File: config.mk
export PLATFORM = sky130hd
export DESIGN_NAME = spq_cell
export DESIGN_NICKNAME = d
export VERILOG_FILES = /design/src/spq_pkg.sv /design/src/spq_cell.sv
export SDC_FILE = /design/constraint.sdc
export NUM_CORES = 1
export LEC_CHECK = 0
export ABC_AREA = 1
export BUFFER_PORTS_ARGS = -buffer_cell sky130_fd_sc_hd__buf_2
export CORE_MARGIN = 3
export CORE_UTILIZATION = 43
export DETAILED_ROUTE_END_ITERATION = 6
export HOLD_SLACK_MARGIN = 0.05
export PLACE_DENSITY = 0.82
export SLEW_MARGIN = 20
export SYNTH_ARGS = -nofsm -noshare
export SYNTH_HDL_FRONTEND = slang
export SYNTH_SLANG_ARGS = --single-unit
File: constraint.sdc
create_clock -name clk -period 3 [get_ports clk]
set_input_delay 0.75 -clock clk [delete_from_list [all_inputs] [get_ports clk]]
set_output_delay 0.75 -clock clk [all_outputs]
set_load 0.02 [all_outputs]
File: src/spq_pkg.sv
`timescale 1ns / 1ps
// Shared constants, codes and types for the sorted priority queue.
package spq_pkg;

	localparam int CAPACITY    = 64;
	localparam int CNT_W       = $clog2(CAPACITY + 1);
	localparam int VAL_W       = 32;
	localparam int PRIO_W      = 8;
	localparam int COUNT_OUT_W = 7;

	localparam logic MODE_INSERT = 1'b0;
	localparam logic MODE_REMOVE = 1'b1;

	typedef enum logic [1:0] {
		ST_DONE  = 2'd0,
		ST_FULL  = 2'd1,
		ST_EMPTY = 2'd2
	} status_t;

	// Operation broadcast to every cell of the chain
	typedef struct packed {
		logic              ins;
		logic              rem;
		logic [VAL_W-1:0]  value;
		logic [PRIO_W-1:0] prio;
	} cell_ctrl_t;

endpackage

File: src/spq_cell.sv
`timescale 1ns / 1ps
// One storage cell of the sorted chain: holds an entry, shifts left or right.
module spq_cell (
	input  logic                       clk,
	input  logic                       entry_valid,
	input  spq_pkg::cell_ctrl_t        ctrl,
	input  logic                       prev_cond,
	input  logic [spq_pkg::VAL_W-1:0]  prev_value,
	input  logic [spq_pkg::PRIO_W-1:0] prev_prio,
	input  logic [spq_pkg::VAL_W-1:0]  nbr_value,
	input  logic [spq_pkg::PRIO_W-1:0] nbr_prio,
	output logic                       cond,
	output logic [spq_pkg::VAL_W-1:0]  value_q,
	output logic [spq_pkg::PRIO_W-1:0] prio_q,
	output logic [spq_pkg::VAL_W-1:0]  value_d,
	output logic [spq_pkg::PRIO_W-1:0] prio_d
);

	// New entry belongs here or earlier when this slot is free or weaker
	assign cond = !entry_valid || (prio_q < ctrl.prio);

	always_comb begin
		value_d = value_q;
		prio_d  = prio_q;
		if (ctrl.ins) begin
			if (prev_cond) begin
				value_d = prev_value;
				prio_d  = prev_prio;
			end else if (cond) begin
				value_d = ctrl.value;
				prio_d  = ctrl.prio;
			end
		end else if (ctrl.rem) begin
			value_d = nbr_value;
			prio_d  = nbr_prio;
		end
	end

	always_ff @(posedge clk) begin
		value_q <= value_d;
		prio_q  <= prio_d;
	end

endmodule

==> out/qor.txt <==
Synth Cell Area: 0.003100 mm2
DP Wirelength: 8.239 mm
top-count cell post-synth: nor2_1
critical path class: input port to output port
Design Area, Final: 0.005627 mm2
hold_sp: value_q[4]
post-synthesis sequential area ratio: 25.83%
FF/Latch Area: 800.8 um2
Port Buffers: 205
reg-to-reg endpoint: value_q[26]
first-pass GRT wire length: 19.59 mm
Die ar.: 0.008266 mm2
FP Rows: 30
top post-synthesis cells by area: dfxtp_1 26%, nor2_1 19%, nand2_1 13%, nand3_1 10%, o21ai_0 6.5%
maxcap violations: 0
core area: 0.006907 mm2
clock skew: 0.008597 ns
Rel. slew slack: 72.29%
# setup viols final: 33
CP Capture Type: output port
Nets: 870
Synth top cells by count: 160 x nor2_1, 109 x nand2_1, 62 x nand3_1, 40 x dfxtp_1, 40 x o21ai_0
All-Layer GR Usage: 28.52%
routed wire length: 14.50 mm
Placed Instances: 804
Synth Net Count: 647
TritonCTS Buffers: 5
PwrDens: 431.4 mW/mm2
IO Count: 206
largest net degree at the start of global routing: 81
Post-synth EDFFs: 0
Worst Hold End: value_q[4]
worst path arrival time: 2.34 ns
Synth Instances: 515
maximum clock frequency: 323.3 MHz
clk slew on worst S/H paths: 0.09 ns
final worst-path cycle share: 103.1%
crit path launch type: input port
worst vdd ir: 0.0003300 V
multi-input gate area in the final layout: 0.002633 mm2
Tot Pwr: 0.002427 W
Mean Syn Cell Area: 6.020 um2
commonest register cell after synthesis: dfxtp_1
CTS H-tree depth: 2
Setup WS post-layout: -0.09320 ns
Min-Delay Path Depth: 4
initial antenna violation count: 0
wire length per cell: 17.37 um
Leak: 2.759 nW
DRC errors left: 0
flops & latches, synth: 40
R2R Setup Slk: 0.81 ns
Initial Utilization: 44.89%
Hold Vio Cnt, Final: 0
critical path fanouts, max: 5
clk buf depth: 2
post-route minimum period: 3.093 ns
worst r2r path cells: 13
Congestion Overflow GR: 0
vias in the first global route: 4159
TritonRoute pass-1 iters: 5
critical path required time: 2.25 ns
DR iter-0 viols: 307
status: complete, but fails checks
fill count: 470
non-filler cells, final: 835
Post-CTS Hold Buffers: 0
P&R area growth vs syn: 81.48%
Syn. warnings: 0
Worst R2R Start: prio_q[7]
Yosys cell types: 23
Hold Slack: 0.6282 ns
Worst Hold Class: flip-flop to flip-flop
worst slew pin tran: 0.4156 ns
post-route antenna net violation count: 0
Root Driver: clkbuf_8
failing checks: negative setup slack
RSZ-0062 raised after global routing: yes
via/cell ratio: 5.469
Die Width: 90.92 um
placed cell area: 0.004297 mm2
clock sink count: 40
Clk Latency, worst-skew pair: 0.29 ns
Inserted Diodes: 0
share of the synthesized area in the top cell type: 25.83%
Via Count: 4567
CTS tree: yes
Async SR Flop Fraction: 0%
Die Span Y: 90.92 um
fraction of layout cells with a size suffix above 1: 60.49%
largest area contributor in the netlist: dfxtp_1
Post-Route Utilization: 81.47%
Final Slew Violations: 0
Final GP Congestion: 0.7898
-- power breakdown --
group	leakage [nW]	switching (W)	total (W)	internal, W
sequential	0.337	0.0000760	0.000674	0.000598
clock	0.0445	0.000209	0.000397	0.000188
combinational	2.38	0.000741	0.00136	0.000615
total	2.76	0.00103	0.00243	0.00140
-- metrics by stage --
stage          TNS [ns]  setup WS [ns]
2_1_floorplan         0         0.1797
3_3_place_gp     -1.263       -0.05618
4_1_cts          -2.051       -0.08333
5_1_grt          -3.698        -0.1491
6_report         -1.143       -0.09320
3_5_place_dp     -2.731        -0.1016
-- per-layer routing --
layer / GRT usage [%] / part of all wire (%)
met5: 0 / 0
met2: 50.90 / 51
met1: 33.54 / 37
met4: 10.93 / 4.0
met3: 5.500 / 8.6
-- repair_timing --
| action | in CTS | in global routing |
|---|---|---|
| endpoints found under the setup margin | 40 | 40 |
| cloned | 4 | 4 |
| setup buffers | 4 | 12 |
| gates resized for setup | 61 | 196 |
| endpoints found under the hold margin | 0 | 0 |
| pin swaps | 8 | 72 |
-- layout by cell type (no fill, tap or decap), drive strengths merged, types with 3 or more instances in the layout --
master  instances
buf           251
nor2          160
nand2         132
nand3          80
o21ai          40
dfxtp          40
inv            14
clkbuf         10
ha              7
a21oi           3
-- layout make-up --
class / count / share of cell area, %
Inverter: 14 / 1.067
Timing Repair Buffer: 254 / 34.11
Clock inverter: 1 / 0.1334
Multi-Input combinational cell: 423 / 46.79
Clock buffer: 7 / 1.534
Tap cell: 96 / 2.135
Sequential cell: 40 / 14.23
-- critical path, cell delays in order --
cell and delay [ns]:
buf_6 0.10, inv_4 0.05, ha_4 0.20, a21oi_4 0.14, nor2_4 0.05, nor3_4 0.14
nand2_4 0.12, buf_12 0.16, clkbuf_16 0.17, nand3_4 0.06, nand3_2 0.06, nand2_1 0.11
nand2_2 0.07, buf_6 0.14
-- kinds of logic (layout without fill, tap and decap cells) --
group | after synthesis | after routing | synth area share (%)
AND/OR/NAND/NOR | 373 | 373 | 55.61
buffers and inverters | 52 | 276 | 8.797
AO/OA/AOI/OAI | 43 | 43 | 6.941
flip-flops | 40 | 40 | 25.83
adder cells (fa/ha/maj) | 7 | 7 | 2.825
-- sequential cells by signal, summed over array words and instances, names as in the netlist --
| register | count |
|---|---|
| prio_q | 8 |
| value_q | 32 |
-- worst max path at each step --
stage                       start          end  slack [ns]  depth (start not counted)
after floorplan           ctrl[5]  value_d[21]        0.18                         12
after global placement    ctrl[5]   value_d[7]       -0.06                         13
after detailed placement  ctrl[7]  value_d[14]       -0.10                         13
after CTS                 ctrl[3]  value_d[22]       -0.08                         15
after global routing      ctrl[7]  value_d[18]       -0.15                         14
final                     ctrl[5]  value_d[18]       -0.09                         14
(Power assumes the default switching activity.)
